### config.mk
export PLATFORM = sky130hd
export DESIGN_NAME = chroma_upsample_2x_4tap
export DESIGN_NICKNAME = d
export VERILOG_FILES = /design/src/sv/cu2x_pkg.sv /design/src/sv/cu2x_cell.sv /design/src/sv/cu2x_emit.sv /design/src/sv/chroma_upsample_2x_4tap.sv
export SDC_FILE = /design/constraint.sdc
export NUM_CORES = 1
export LEC_CHECK = 0
export BUFFER_PORTS_ARGS = -buffer_cell sky130_fd_sc_hd__buf_2
export CAP_MARGIN = 10
export CORE_MARGIN = 2
export CORE_UTILIZATION = 25
export CTS_BUF_LIST = sky130_fd_sc_hd__clkbuf_16
export CTS_CLUSTER_SIZE = 28
export DETAILED_ROUTE_END_ITERATION = 6
export PLACE_DENSITY_LB_ADDON = 0.25
export SYNTH_ARGS = -nofsm -noshare
export SYNTH_HDL_FRONTEND = slang
export SYNTH_SLANG_ARGS = --single-unit
### constraint.sdc
create_clock -name clk_i -period 8.3 [get_ports clk_i]
set_input_delay 0.415 -clock clk_i [delete_from_list [all_inputs] [get_ports clk_i]]
set_output_delay 0.415 -clock clk_i [all_outputs]
set_load 0.02 [all_outputs]
### src/sv/cu2x_pkg.sv
// Shared types, constants and the interpolation filter of the chroma upsampler.
`default_nettype none

package cu2x_pkg;

  localparam int SmpW    = 8;   // chroma sample width
  localparam int ValW    = 10;  // filtered output width, two's complement
  localparam int PosOutW = 9;   // output position width
  localparam int LenW    = 9;   // line length register width

  localparam logic [LenW-1:0] LineLenReset = 9'd88;

  // Filter weights and rounding.
  localparam logic signed [17:0] WNear    = 18'sd111;
  localparam logic signed [17:0] WMid     = 18'sd29;
  localparam logic signed [17:0] WEdgeA   = 18'sd3;
  localparam logic signed [17:0] WEdgeB   = 18'sd9;
  localparam logic signed [17:0] RoundAdd = 18'sd64;
  localparam int                 FracBits = 7;

  // Number of outputs one sample releases, before negative positions are dropped.
  localparam logic [2:0] RunNormal = 3'd2;
  localparam logic [2:0] RunLast   = 3'd5;

  typedef struct packed {
    logic fill;   // load the external value
    logic shift;  // take the neighbor's value
  } cu2x_cell_ctrl_t;

  typedef struct packed {
    logic load;   // a new sample was accepted
    logic last;   // that sample closes the line
  } cu2x_load_t;

  // Weights -3, 29, 111, -9 on p, q, r, s; the odd phase passes the taps reversed.
  function automatic logic signed [ValW-1:0] filt_even(
    input logic [SmpW-1:0] p,
    input logic [SmpW-1:0] q,
    input logic [SmpW-1:0] r,
    input logic [SmpW-1:0] s
  );
    logic signed [17:0] acc;
    acc = WMid * $signed({10'b0, q}) + WNear * $signed({10'b0, r})
        - WEdgeA * $signed({10'b0, p}) - WEdgeB * $signed({10'b0, s}) + RoundAdd;
    return ValW'(acc >>> FracBits);
  endfunction

endpackage

`default_nettype wire

### src/sv/cu2x_cell.sv
// One sample cell of a shifting window: loads a value or takes its neighbor's.
`default_nettype none

module cu2x_cell (
  input  wire logic                      clk_i,
  input  wire cu2x_pkg::cu2x_cell_ctrl_t ctrl_i,
  input  wire logic [cu2x_pkg::SmpW-1:0] fill_i,
  input  wire logic [cu2x_pkg::SmpW-1:0] neigh_i,
  output logic      [cu2x_pkg::SmpW-1:0] smp_o
);
  import cu2x_pkg::*;

  logic [SmpW-1:0] smp_d, smp_q;

  always_comb begin
    smp_d = smp_q;
    if (ctrl_i.fill) begin
      smp_d = fill_i;
    end else if (ctrl_i.shift) begin
      smp_d = neigh_i;
    end
  end

  always_ff @(posedge clk_i) begin
    smp_q <= smp_d;
  end

  assign smp_o = smp_q;

endmodule

`default_nettype wire

### src/sv/cu2x_emit.sv
// Output sequencer: holds one sample's taps and issues its results one per cycle while the receiver keeps up.
`default_nettype none

module cu2x_emit #(
  parameter int PosW = 10
) (
  input  wire logic                               clk_i,
  input  wire logic                               rst_ni,
  input  wire cu2x_pkg::cu2x_load_t               ld_i,
  input  wire logic [3:0][cu2x_pkg::SmpW-1:0]     ld_smp_i,
  input  wire logic signed [PosW-1:0]             ld_pos_i,
  output logic                                    ld_ready_o,
  output logic                                    out_valid_o,
  input  wire logic                               out_ready_i,
  output logic signed [cu2x_pkg::ValW-1:0]        upsampled_value_o,
  output logic        [cu2x_pkg::PosOutW-1:0]     out_position_o,
  output logic                                    run_last_o,
  output logic                                    line_done_o
);
  import cu2x_pkg::*;

  logic [SmpW-1:0] tap [4];
  cu2x_cell_ctrl_t tap_ctrl;

  logic                   job_vld_d, job_vld_q;
  logic                   odd_d, odd_q;
  logic                   last_d, last_q;
  logic [2:0]             rem_d, rem_q;
  logic signed [PosW-1:0] pos_d, pos_q;

  logic                   out_vld_d, out_vld_q;
  logic signed [ValW-1:0] val_d, val_q;
  logic [PosOutW-1:0]     opos_d, opos_q;
  logic                   rlast_d, rlast_q;
  logic                   done_d, done_q;

  logic step, fin, emit;
  logic signed [ValW-1:0] cur_val;

  // The tap window shifts left after each even position, emitted or dropped; the end cell repeats the edge sample.
  for (genvar i = 0; i < 4; i++) begin : g_tap
    logic [SmpW-1:0] nb;
    if (i < 3) begin : g_mid
      assign nb = tap[i+1];
    end else begin : g_end
      assign nb = tap[3];
    end
    cu2x_cell u_cell (
      .clk_i   (clk_i),
      .ctrl_i  (tap_ctrl),
      .fill_i  (ld_smp_i[i]),
      .neigh_i (nb),
      .smp_o   (tap[i])
    );
  end

  assign step       = job_vld_q && (!out_vld_q || out_ready_i);
  assign fin        = step && (rem_q == 3'd1);
  assign emit       = step && !pos_q[PosW-1];
  assign ld_ready_o = !job_vld_q || fin;

  assign tap_ctrl.fill  = ld_i.load;
  assign tap_ctrl.shift = step && !odd_q && !ld_i.load;

  assign cur_val = odd_q ? filt_even(tap[3], tap[2], tap[1], tap[0])
                         : filt_even(tap[0], tap[1], tap[2], tap[3]);

  always_comb begin
    job_vld_d = job_vld_q;
    odd_d     = odd_q;
    last_d    = last_q;
    rem_d     = rem_q;
    pos_d     = pos_q;
    if (step) begin
      odd_d = !odd_q;
      rem_d = rem_q - 3'd1;
      pos_d = pos_q + PosW'(1);
      if (fin) begin
        job_vld_d = 1'b0;
      end
    end
    if (ld_i.load) begin
      job_vld_d = 1'b1;
      odd_d     = 1'b1;
      last_d    = ld_i.last;
      rem_d     = ld_i.last ? RunLast : RunNormal;
      pos_d     = ld_pos_i;
    end
  end

  always_comb begin
    out_vld_d = out_vld_q && !out_ready_i;
    val_d     = val_q;
    opos_d    = opos_q;
    rlast_d   = rlast_q;
    done_d    = done_q;
    if (emit) begin
      out_vld_d = 1'b1;
      val_d     = cur_val;
      opos_d    = PosOutW'($unsigned(pos_q));
      rlast_d   = (rem_q == 3'd1);
      done_d    = last_q && (rem_q == 3'd1);
    end
  end

  always_ff @(posedge clk_i or negedge rst_ni) begin
    if (!rst_ni) begin
      job_vld_q <= 1'b0;
      out_vld_q <= 1'b0;
    end else begin
      job_vld_q <= job_vld_d;
      out_vld_q <= out_vld_d;
    end
  end

  always_ff @(posedge clk_i) begin
    odd_q   <= odd_d;
    last_q  <= last_d;
    rem_q   <= rem_d;
    pos_q   <= pos_d;
    val_q   <= val_d;
    opos_q  <= opos_d;
    rlast_q <= rlast_d;
    done_q  <= done_d;
  end

  assign out_valid_o       = out_vld_q;
  assign upsampled_value_o = val_q;
  assign out_position_o    = opos_q;
  assign run_last_o        = rlast_q;
  assign line_done_o       = done_q;

  a_rem_live: assert property (@(posedge clk_i) disable iff (!rst_ni)
    job_vld_q |-> rem_q != 3'd0)
    else $error("active job with no outputs left");

  a_done_is_run_end: assert property (@(posedge clk_i) disable iff (!rst_ni)
    out_vld_q && done_q |-> rlast_q)
    else $error("line end result not flagged as the last of its transaction");

  a_job_retires: assert property (@(posedge clk_i) disable iff (!rst_ni)
    fin && !ld_i.load |=> !job_vld_q)
    else $error("finished job still active");

endmodule

`default_nettype wire

### src/sv/chroma_upsample_2x_4tap.sv
// Top level of the 2x chroma line upsampler with a four-tap interpolating filter.
//
// Input channel (in_valid_i/in_ready_o) carries one 8-bit chroma sample per
// transaction, with line_end_i set on the final sample of a line. A line also
// ends on the sample whose index reaches the configured length less one.
// Output channel (out_valid_o/out_ready_i) carries one filtered sample per
// transaction, with its position in the doubled line, a flag on the last result
// of each input, and a flag on the final output of the line.
// Each input sample yields two results (the first samples of a line fewer,
// since negative positions are dropped) and the closing sample yields up to five.
// The output sequencer issues one result or one dropped position per cycle while
// the receiver keeps up. The first result of a sample passes through the job
// registers and then the output register, behind any dropped positions ahead of
// it.
// The configuration channel writes the line length; write it only while idle.
// Reset clears the window index, the pending job and the output register, and
// sets the line length to 88. When the receiver stalls, the current result holds
// and the input channel stops once the pending job cannot advance.
`default_nettype none

module chroma_upsample_2x_4tap #(
  parameter int MAX_LINE = 256
) (
  input  wire logic                             clk_i,
  input  wire logic                             rst_ni,
  input  wire logic                             cfg_valid_i,
  output logic                                  cfg_ready_o,
  input  wire logic [cu2x_pkg::LenW-1:0]        cfg_line_length_i,
  input  wire logic                             in_valid_i,
  output logic                                  in_ready_o,
  input  wire logic [cu2x_pkg::SmpW-1:0]        chroma_sample_i,
  input  wire logic                             line_end_i,
  output logic                                  out_valid_o,
  input  wire logic                             out_ready_i,
  output logic signed [cu2x_pkg::ValW-1:0]      upsampled_value_o,
  output logic        [cu2x_pkg::PosOutW-1:0]   out_position_o,
  output logic                                  run_last_o,
  output logic                                  line_done_o
);
  import cu2x_pkg::*;

  localparam int IdxW = $clog2(MAX_LINE);
  localparam int PosW = IdxW + 2;
  localparam int CmpW = (IdxW + 1 > LenW + 1) ? IdxW + 1 : LenW + 1;

  logic [LenW-1:0] len_d, len_q;
  logic [IdxW-1:0] idx_d, idx_q;

  logic [SmpW-1:0]       win [4];
  logic [3:0][SmpW-1:0]  nwin;
  cu2x_cell_ctrl_t       win_ctrl;
  cu2x_load_t            ld;
  logic signed [PosW-1:0] ld_pos;

  logic            in_acc, last, ld_ready;
  logic [CmpW-1:0] eff_len;

  // Input window: the first sample of a line fills every cell, later ones shift in.
  for (genvar i = 0; i < 4; i++) begin : g_win
    logic [SmpW-1:0] nb;
    if (i < 3) begin : g_mid
      assign nb = win[i+1];
    end else begin : g_end
      assign nb = chroma_sample_i;
    end
    cu2x_cell u_cell (
      .clk_i   (clk_i),
      .ctrl_i  (win_ctrl),
      .fill_i  (chroma_sample_i),
      .neigh_i (nb),
      .smp_o   (win[i])
    );
    assign nwin[i] = (idx_q == '0) ? chroma_sample_i : nb;
  end

  always_comb begin
    eff_len = CmpW'(len_q);
    if (len_q == '0) begin
      eff_len = CmpW'(1);
    end else if (CmpW'(len_q) > CmpW'(MAX_LINE)) begin
      eff_len = CmpW'(MAX_LINE);
    end
  end

  assign in_ready_o = ld_ready;
  assign in_acc     = in_valid_i && in_ready_o;
  assign last       = line_end_i || (CmpW'(idx_q) + CmpW'(1) >= eff_len);

  assign win_ctrl.fill  = in_acc && (idx_q == '0);
  assign win_ctrl.shift = in_acc && (idx_q != '0);

  assign ld.load = in_acc;
  assign ld.last = last;
  // First position released by sample k is 2k-3.
  assign ld_pos  = $signed({1'b0, idx_q, 1'b0}) - PosW'(3);

  assign cfg_ready_o = 1'b1;

  always_comb begin
    len_d = len_q;
    idx_d = idx_q;
    if (cfg_valid_i && cfg_ready_o) begin
      len_d = cfg_line_length_i;
    end
    if (in_acc) begin
      idx_d = last ? '0 : idx_q + IdxW'(1);
    end
  end

  always_ff @(posedge clk_i or negedge rst_ni) begin
    if (!rst_ni) begin
      len_q <= LineLenReset;
      idx_q <= '0;
    end else begin
      len_q <= len_d;
      idx_q <= idx_d;
    end
  end

  cu2x_emit #(
    .PosW (PosW)
  ) u_emit (
    .clk_i             (clk_i),
    .rst_ni            (rst_ni),
    .ld_i              (ld),
    .ld_smp_i          (nwin),
    .ld_pos_i          (ld_pos),
    .ld_ready_o        (ld_ready),
    .out_valid_o       (out_valid_o),
    .out_ready_i       (out_ready_i),
    .upsampled_value_o (upsampled_value_o),
    .out_position_o    (out_position_o),
    .run_last_o        (run_last_o),
    .line_done_o       (line_done_o)
  );

  a_line_restart: assert property (@(posedge clk_i) disable iff (!rst_ni)
    in_acc && last |=> idx_q == '0)
    else $error("index not cleared after the closing sample of a line");

  a_index_steps: assert property (@(posedge clk_i) disable iff (!rst_ni)
    in_acc && !last |=> idx_q == $past(idx_q) + IdxW'(1))
    else $error("index did not advance by one inside a line");

  a_window_takes_sample: assert property (@(posedge clk_i) disable iff (!rst_ni)
    in_acc |=> win[3] == $past(chroma_sample_i))
    else $error("newest window cell does not hold the accepted sample");

endmodule

`default_nettype wire
### Word-level counts from Yosys, hierarchy flattened

Cells that the tools add are included.

* bits in registers: 111
* logic and storage cells: 98
* bits of input ports: 23

* add/sub/neg operators: 13
* reductions and logical operators: 27
* mux-type cells: 28
* magnitude comparators: 2
* $mul: 8
* eq/ne operators: 1

Operators with widths (number)
* 8-bit 2-to-1 mux: 16
* 17-bit subtractor: 4
* 10-bit 2-to-1 mux: 4
* 17-bit adder: 2
* 17-bit by 8-bit adder with 17-bit output, second input constant: 2
* 7-bit by 8-bit multiplier with 15-bit output, first input constant: 2
* 5-bit by 8-bit multiplier with 13-bit output, first input constant: 2
* 4-bit by 8-bit multiplier with 12-bit output, first input constant: 2
* 2-bit by 8-bit multiplier with 10-bit output, first input constant: 2
* 10-bit by 2-bit adder with 10-bit output, second input constant: 1
* 9-bit by 10-bit >= comparator with 1-bit output: 1
* 1-bit logical AND: 10
* 9-bit by 2-bit subtractor with 10-bit output, second input constant: 1
* 8-bit by 1-bit adder with 9-bit output, second input constant: 1
* 9-bit greater-than comparator, second input constant: 1
* 9-bit logical NOT: 1
* 3-bit 2-to-1 mux: 3
* 9-bit 2-to-1 mux: 1
* 8-bit by 1-bit adder with 8-bit output, second input constant: 1
* 8-bit logical NOT: 1
* 2-bit nonzero test: 4
* 8-bit nonzero test: 1
* 1-bit logical NOT: 6
* 1-bit 2-to-1 mux: 4
* other kinds (4): 6

### Longest topological paths before layout

* depth in word-level cells: 10
* depth in mapped cells: 28
* mapped depth without buffers: 28

### Cells and area by module

Synthesis repeated with hierarchy kept, for this count alone.

* cells, all modules: 1207
* area, all modules: 13152.6 um^2

By module, submodules not included
* cu2x_emit: cells each 884, area each 8999.9 um^2, times used 1, seq. area each 1121.1 um^2
* cu2x_cell: cells each 18, area each 377.9 um^2, times used 7, seq. area each 240.2 um^2
* chroma_upsample_2x_4tap: cells each 197, area each 1507.7 um^2, times used 1, seq. area each 429.2 um^2

### Worst setup path after synthesis

OpenSTA, ideal clock, no wires.

* path type: register to register
* start point: reg u_emit.g_tap[2].u_cell.smp_q[5]
* end point: reg u_emit.val_q[9], in the netlist u_emit.upsampled_value_o[9], data pin
* stages on the path, launching flop included: 28
* path buffers: 0
* setup slack: 1484 ps
* arrival: 6554 ps
* data required time: 8038 ps
* clock period less this slack: 6816 ps
* cell sequence: edfxtp_1 -> inv_1 -> fa_1 -> inv_1 -> fa_1 -> inv_1 -> fa_1 -> fa_1 -> inv_1 -> ha_1 -> o21a_1 -> nor2_1 -> a21oi_1 -> a21oi_1 -> xnor2_1 -> fa_1 -> inv_1 -> fa_1 -> inv_1 -> ha_1 -> ha_1 -> a21o_1 -> a221oi_2 -> o21ai_2 -> a21o_1 -> o31ai_4 -> xor2_1 -> mux2i_1

* longest elaborated chain between the ends: 6
* elaborated cells on any way between the ends: 11

Ends and longest elaborated chain
* start: declaration: RTL line cu2x_cell.sv:13 `logic [SmpW-1:0] smp_d, smp_q;`
* start signal: assignment: RTL line cu2x_cell.sv:25 `smp_q <= smp_d;`
* 7-bit by 8-bit multiplier with 15-bit output / 5-bit by 8-bit multiplier with 13-bit output (equally long branches): RTL line cu2x_pkg.sv:43 `acc = WMid * $signed({10'b0, q}) + WNear * $signed({10'b0, r})`
* 17-bit adder: RTL line cu2x_pkg.sv:43
* 17-bit subtractor (2 in series): RTL line cu2x_pkg.sv:44 `- WEdgeA * $signed({10'b0, p}) - WEdgeB * $signed({10'b0, s}) + RoundAdd;`
* 17-bit by 8-bit adder with 17-bit output: RTL line cu2x_pkg.sv:44
* 10-bit 2-to-1 mux (*): RTL line cu2x_emit.sv:65 `assign cur_val = odd_q ? filt_even(tap[3], tap[2], tap[1], tap[0])`
* named net u_emit.cur_val[9]: RTL line cu2x_emit.sv:38 `logic signed [ValW-1:0] cur_val;`
* end signal: assignment: RTL line cu2x_emit.sv:121 `val_q <= val_d;`
* end: declaration: RTL line cu2x_emit.sv:32 `logic signed [ValW-1:0] val_d, val_q;`

The timed path passes the listed nets; every way through them passes the cells marked *.
A chain may end at the register's enable or synchronous reset.

### Final worst setup path

Same ends and word-level chain as after synthesis.

==> flow_summary_export.csv <==
group,metric,value,unit
status,status,"complete, no violations",
logic_synthesis,syn_nets,1566,
global_routing,antenna_found_initial,3,
final_layout,area_delta_synth_final,10.68,%
floorplanning,die-area,50560,um2
sta,max_slew.worst_pin.slew,896.5,ps
logic_synthesis,yosys_warnings,0,
drt,finalWirelength,29400,um
logic_synthesis,syn-cell-area,12190,um2
drt,routedWlPerCell,15.60,um
drt,via_count,8335,
global_routing,grt_pass1_vias,8524,
global_routing,grt_max_degree,77,
drt,drtPass1Iterations,4,
clock_tree,cts_tree,"built",
logic_synthesis,synthArstFlopShare,0.1845,
sta,finalCritPeriodShare,0.8686,
logic_synthesis,synth_top_area_share,0.2360,
sta,skew,14.88,ps
min_path,hold_class,"input port to register",
placement,dp_hpwl,24910,um
global_routing,grt-ovfl-total,0,
sta,hold_viol,0,
clock_tree,clkTransAtPathRegs,80,ps
logic_synthesis,yosysSeqAreaShare,0.2453,
logic_synthesis,ys_ff_latch,103,
job,drv_cap,0,
floorplanning,dieHeight,224.9,um
floorplanning,core_region_area,47950,um2
final_layout,layout_commonest_cell,"ha_1",
critical_path,cpLargestDelayFamily,"adder cells",
sta,min_period,7210,ps
critical_path,startpoint_type,"register",
drt,route.detailed.drc,0,
sta,final_max_slew_viol_count,0,
final_layout,layout-drive-gt1-share,0.08038,
logic_synthesis,syn_avg_cell_area,10.02,um2
sta,fmaxAchievable,138.7,MHz
clock_tree,cts.sinks,103,
drt,routed_via_density,4.422,
critical_path,crit_top_cell,"inv_1",
critical_path,path_class,"register to register",
critical_path,worst-endpoint-required,8410,ps
global_routing,grt_first_pass_wirelength,46590,um
critical_path,crit_fanout,6,
placement,gp_congestion,0.8279,
sta,setup_tns,0,ps
floorplanning,start_util,0.2543,
placement,io_buffer_count,45,
floorplanning,fp-row-count,80,
final_layout,layout_common_cells,"ha_1 (230), inv_1 (222), fa_1 (96)",
sta,relSlewSlack,0.4001,
clock_tree,clock_latency,370,ps
global_routing,grtUsageTotal,0.1197,
final_layout,fin_nets,1613,
sta,rsz0062_at_grt,"no",
clock_tree,htree_levels,3,
clock_tree,cts-buffers-inserted,9,
critical_path,crit_slowest_cell,"edfxtp_1",
logic_synthesis,synthFlopType,"edfxtp_1",
critical_path,cp_slowest_stage_delay,520,ps
floorplanning,io_pins,47,
drt,ant_nets,0,
clock_tree,cts_setup_buffers,0,
critical_path,arrival,7320,ps
logic_synthesis,synth_area_leaders,"ha_1 (24%), edfxtp_1 (20%), fa_1 (16%), inv_1 (6.8%), xnor2_1 (4.1%)",
sta,setup_violations,0,
critical_path,rrSetupSlack,1090,ps
critical_path,crit_buf_inv,6,
clock_tree,cts_buffer_depth,2,
critical_path,critPathCaptureType,"register",
clock_tree,clockRootBuffer,"clkbuf_16",
logic_synthesis,synthCells,1217,
drt,detail_route.iter0.violations,325,
logic_synthesis,yosys.area.top_type,"ha_1",
logic_synthesis,synth_edf_count,83,
floorplanning,die_w,224.9,um
logic_synthesis,yosysUniqueCellTypes,66,
cell families after synthesis:
logic type | Yosys count | share of synthesized area
xor+xnor | 97 | 0.07029
compound gates | 211 | 0.1102
buf+inv | 240 | 0.07449
mux | 25 | 0.02134
other cells | 1 | 0.0003075
fa+ha+maj | 326 | 0.3936
simple gates | 214 | 0.08445
flops | 103 | 0.2453
through the flow:
step | hold WS [ps] | util | instance area [um2] | instances | setup WS (ps)
6_report | 256.7 | 0.2815 | 13500 | 1885 | 1090
5_1_grt | 265.3 | 0.2814 | 13490 | 1884 | 664.3
4_1_cts | 239.0 | 0.2814 | 13490 | 1884 | 1039
3_5_place_dp | 396.3 | 0.2748 | 13180 | 1867 | 1054
3_3_place_gp | 388.6 | 0.2748 | 13180 | 1867 | 1156
2_1_floorplan | 119.4 | - | 12190 | 1217 | 1484
flip-flops by register name, summed over array words and instances, names as in the netlist, 3 cells and up:
name                       flops
len_q                          9
g_win.u_cell.smp_o            17
u_emit.upsampled_value_o      10
u_emit.g_tap.u_cell.smp_o     31
u_emit.out_position_o          9
u_emit.pos_q                  10
idx_q                          8
u_emit.rem_q                   3
synth_stat cells, types with 3 or more instances:
master	instances
a22o_1	6
o21ai_1	7
a21o_1	30
a21boi_0	3
ha_1	230
dfstp_2	3
nand2b_1	12
dfrtp_1	16
edfxtp_1	83
o21ai_0	35
fa_1	96
xnor2_1	57
and2_1	4
nand4_1	6
and3_1	5
nand2_1	83
a211oi_1	5
clkbuf_1	13
o21a_1	10
mux2i_1	17
a21oi_1	81
mux2_2	8
nand3_1	15
nor2b_1	12
nor4_1	3
buf_2	3
nor2_1	52
a21oi_2	4
o31ai_1	3
o21bai_1	6
nor3_1	9
xor2_1	39
inv_1	221
routing by layer:
| metal | track usage | part of all wire |
|---|---|---|
| met1 | 0.1631 | 0.49 |
| met2 | 0.1974 | 0.47 |
| met3 | 0.02129 | 0.029 |
| met4 | 0.02628 | 0.014 |
| met5 | 0 | 0.0013 |
path summary, 6_finish.rpt:
| path | startpoint | endpoint | cells after the start |
|---|---|---|---|
| max | u_emit.g_tap[2].u_cell.smp_o[5]$_DFFE_PP_ | u_emit.upsampled_value_o[9]$_DFFE_PP_ | 28 |
| min | in_valid_i | u_emit.job_vld_q$_DFFE_PN0P_ | 3 |
| max reg2reg | u_emit.g_tap[2].u_cell.smp_o[5]$_DFFE_PP_ | u_emit.upsampled_value_o[9]$_DFFE_PP_ | 28 |
| min reg2reg | u_emit.pos_q[8]$_DFFE_PP_ | u_emit.out_position_o[8]$_DFFE_PP_ | 0 |
| max in group asynchronous | rst_ni | len_q[6]$_DFFE_PN1P_ | 2 |
| min in group asynchronous | rst_ni | u_emit.out_valid_o$_DFF_PN0_ | 2 |
area by class of cell:
type / count / area [um2]
diodes: 1 / 2.502
clock buffers: 9 / 225.2
clock inverters: 7 / 82.58
fillers: 5064 / 34450
inverters: 223 / 837.1
multi-input cells: 874 / 8300
flip-flops and latches: 103 / 2992
well taps: 615 / 769.5
repair buffers: 53 / 287.8
timing repair:
item / CTS / global route
gates resized for setup: 0 / 0
hold buffers: 1 / 0
endpoints found under the hold margin: 16 / 0
worst register-to-register path: cells and delay by family, from the launching register on:
| kind | cells | cell delay, ps |
|---|---|---|
| AO/OA/AOI/OAI | 9 | 1750 |
| XOR/XNOR | 2 | 260 |
| adder cells (fa/ha/maj) | 9 | 3750 |
| buffers and inverters | 6 | 450 |
| flip-flops | 1 | 520 |
| multiplexers | 1 | 90 |
| AND/OR/NAND/NOR | 1 | 110 |
Power is not shown: default switching activity piles up to over one toggle a cycle in this logic, so the estimate is an artifact.
